==> src/mlt_ram.sv <==
`timescale 1ns / 1ps
module mlt_ram #(
	parameter int WIDTH = 8,
	parameter int AW    = 4
) (
	input  logic             clk,
	input  logic             we,
	input  logic [AW-1:0]    waddr,
	input  logic [WIDTH-1:0] wdata,
	input  logic [AW-1:0]    raddr,
	output logic [WIDTH-1:0] rdata
);

	logic [WIDTH-1:0] mem [1 << AW];

	always_ff @(posedge clk) begin
		if (we) begin
			mem[waddr] <= wdata;
		end
		rdata <= mem[raddr];
	end

endmodule

==> config.mk <==
export PLATFORM = sky130hd
export DESIGN_NAME = mlt_ram
export DESIGN_NICKNAME = d
export VERILOG_FILES = /design/src/mlt_ram.sv
export SDC_FILE = /design/constraint.sdc
export NUM_CORES = 1
export LEC_CHECK = 0
export BUFFER_PORTS_ARGS = -buffer_cell sky130_fd_sc_hd__buf_2
export CORE_ASPECT_RATIO = 2
export CORE_MARGIN = 2
export CORE_UTILIZATION = 60
export DETAILED_ROUTE_END_ITERATION = 6
export GPL_TIMING_DRIVEN = 0
export PLACE_DENSITY = 0.78
export SLEW_MARGIN = 20
export SYNTH_ARGS = -nofsm -noshare
export SYNTH_HDL_FRONTEND = slang
export SYNTH_SLANG_ARGS = --single-unit
==> constraint.sdc <==
create_clock -name clk -period 2.7 [get_ports clk]
set_input_delay 0.27 -clock clk [delete_from_list [all_inputs] [get_ports clk]]
set_output_delay 0.27 -clock clk [all_outputs]
set_load 0.005 [all_outputs]
# [After elaboration in Yosys (flattened, before gate mapping)]
# Memory sizes are Yosys's and may differ from the RTL's. A register that Yosys moved wholly into a read port is not among the register bits.
# Cells that the tools add are included.
[word_totals] output_inout_bits=8 word_cells=3 n_memories=1 ram_bits=128 regBits=0
[mem_list] name="mem" words=16 width=8 rd=1 rd_clocked_by_memory_dff=1 wr=1 line="14" text="logic [WIDTH-1:0] mem [1 << AW];"
[op_classes] mux=2
[op_table] operator="two-way mux 1 bit" n=2

# [Depth between registers and ports, before layout]
[depth] ltp_word=2 mapped_depth=5 ltp_nobuf=3

# [Least setup slack after synthesis]
# Ideal clock, no wire load.
[synth_timing] kind="input to register" startpoint="in waddr[2]" endpoint="mem mem[0][0], enable pin" required_ns=2.317 path_slack_ns=0.937 t_arrival_ns=1.380 cell_stages=2 cell_sequence="or3b_2 > nor3_1"
[synth_rtl] element="start: declaration" line="8" text="input logic [AW-1:0] waddr,"
[synth_rtl] element="end: declaration" line="14"
# Straight into the memory's write port.

# [Worst setup path after layout]
[layout_timing] startpoint="in waddr[2]" endpoint="mem mem[2][0], enable pin"
# Straight into the memory's write port.

==> out/metrics.yaml <==
outcome:
  outcome: "finished, final reports clean"
sta:
  worst_slew_pin_slew_ps: 845.3
  fin_ws_ps: 1197
  period_share_pct: 55.68
  layout_min_cycle_time_ps: 1503
  slew_violations: 0
  hold_violations: 0
  rsz0062_at_grt: "no"
  skew_ps: 5.853
  fin_setup_tns_ps: 0
  max-slew-margin-rel_pct: 43.44
  max_freq_ghz: 0.6652
  setup_violations: 0
setup_path:
  worst_setup_path_end_kind: "register"
  critical_path_cell_count: 3
  crit_buf_inv: 1
  start_kind: "input port"
  path_class: "input port to register"
  worst_path_max_delay_cell: "nor2_1"
  arrival_ps: 1540
  max_stage_delay_ps: 640
  crit_family: "simple AND/OR/NAND/NOR gates"
  critPathRequiredTime_ps: 2740
  ff2ff_path_depth: 3
  crit_chain: "buf_2 -> or3b_2 -> nor2_1"
  path_max_fanout: 8
finish:
  nNetsFinal: 290
  n_fill_cell: 455
  final_common_cell: "edfxtp_1"
  diodes: 0
  area_growth_pct: 16.04
  final_cell_mix: "edfxtp_1 (128), buf_2 (27), mux4_2 (18)"
  drive_gt1_share_pct: 30.18
  fin_util_pct: 72.04
cts:
  clock-root-buffer: "clkbuf_16"
  cts.sinks: 136
  hold_buffers: 0
  cts_resized: 0
  postCtsSetupBuffers: 0
  cts_max_path_buffers: 2
  insertion_delay_ps: 410
  cts_buffers: 17
  cts_tree: "yes"
  htreeDepth: 4
  clk_pin_slew_ps: 60
floorplanning:
  die_x_um: 69.50
  design.core.area_mm2: 0.008292
  start_util_pct: 62.08
  rows: 47
  io_pins: 26
  die_h_um: 135.0
  dieArea_mm2: 0.009381
pwr:
  power_per_cell_area_mw_per_mm2: 795.5
  p_leak_nw: 2.006
  ir_worst_vdd_v: 0.0007405
  power_mw: 4.752
detailed_routing:
  wl_per_cell_um: 25.89
  dr.pass1.iters: 4
  drc: 0
  vias: 2407
  drt_iter0_markers: 208
  drt_wl_total_um: 9916
  viasPerCell: 6.285
  ant_nets: 0
flow_run:
  drv_cap: 0
global_route:
  grt_pass1_wl_um: 14960
  grt_pass1_vias: 2516
  grt_max_degree: 17
  antenna_found_initial: 0
  grt.overflow.total: 0
  grtUsageTotal_pct: 23.44
synthesis:
  yosysWarnings: 0
  syn_nets: 247
  syn_area_mm2: 0.005147
  syn_inst: 229
  synthTopCellsByArea: "edfxtp_1 (75%), mux4_2 (7.9%), mux4_1 (7.1%)"
  seq_area_frac_synth_pct: 77.78
  avgSynthCellArea_um2: 22.48
  synth_top_cell_by_area: "edfxtp_1"
  synth_cell_types: 19
  yosysTopAreaCellShare_pct: 74.67
  synth-seq-cells: 136
place:
  hpwl_um: 6490
  place.gp.congestion: 0.7978
  portBuffers: 24
  place_ws_ps: 750.7
hold_path:
  hold_class: "input port to register"
  min_path_cells: 1
sequential cells by signal, summed over array words and instances (netlist names):
name / cells
mem: 128
rdata: 8
stage by stage:
stage	cell area, um^2	hold WS, ps	cells
3_3_place_gp	5390	646.5	351
2_1_floorplan	5147	368.9	229
3_5_place_dp	5410	649.5	351
4_1_cts	5973	250.4	383
5_1_grt	5973	258.1	383
6_report	5973	253.1	383
area by class of cell:
cell class | instances | area, um^2 | area share (%)
plain buffers | 10 | 86.33 | 1.445
clock inverters | 14 | 133.9 | 2.241
repair buffers | 24 | 120.1 | 2.011
multi-input cells | 83 | 1077 | 18.04
flip-flops and latches | 136 | 4004 | 67.03
clock buffers | 18 | 429.2 | 7.185
well taps | 98 | 122.6 | 2.053
cells by family after synthesis:
logic type,Yosys count,share of synthesized area (%)
DFF,136,77.78
buffers and inverters,10,1.677
and+or+nand+nor,35,3.184
AOI/OAI and AO/OA,16,2.334
muxes,32,15.02
synthesized netlist by cell type (all sizes together):
library cell,n
nand2b,2
a22oi,16
nand3b,2
nand3,1
clkdlybuf4s25,3
and2,1
nand2,9
dfxtp,8
mux4,32
nor2b,1
and2b,1
buf,7
edfxtp,128
nor3,4
or3b,1
nor2,13
per-layer routing:
layer / routed length [um] / share of wire [%] / GRT usage (%)
met5: 0 / 0 / 0
met4: 254 / 2.6 / 9.368
met3: 478 / 4.8 / 7.015
met2: 5591 / 56 / 40.81
met1: 3593 / 36 / 27.13
worst reg2reg max path, delay by kind of cell (launching register included):
kind / cells / cell delay, ps
and+or+nand+nor: 1 / 100
muxes: 1 / 570
DFF: 1 / 360
AOI/OAI and AO/OA: 1 / 290
path summary, 6_finish.rpt:
path              start  slack (ps)          to
max reg2reg   mem[2][2]        1260    rdata[2]
max            waddr[2]        1200   mem[2][0]
min reg2reg  mem[13][2]         700    rdata[2]
min            wdata[4]         250  mem[14][4]
where the power goes:
group / switching (mW) / internal [mW]
Sequential: 0.0125 / 2.36
Clock: 0.812 / 1.34
Combinational: 0.130 / 0.0938
No activity file was read; power rests on OpenSTA's default activity.
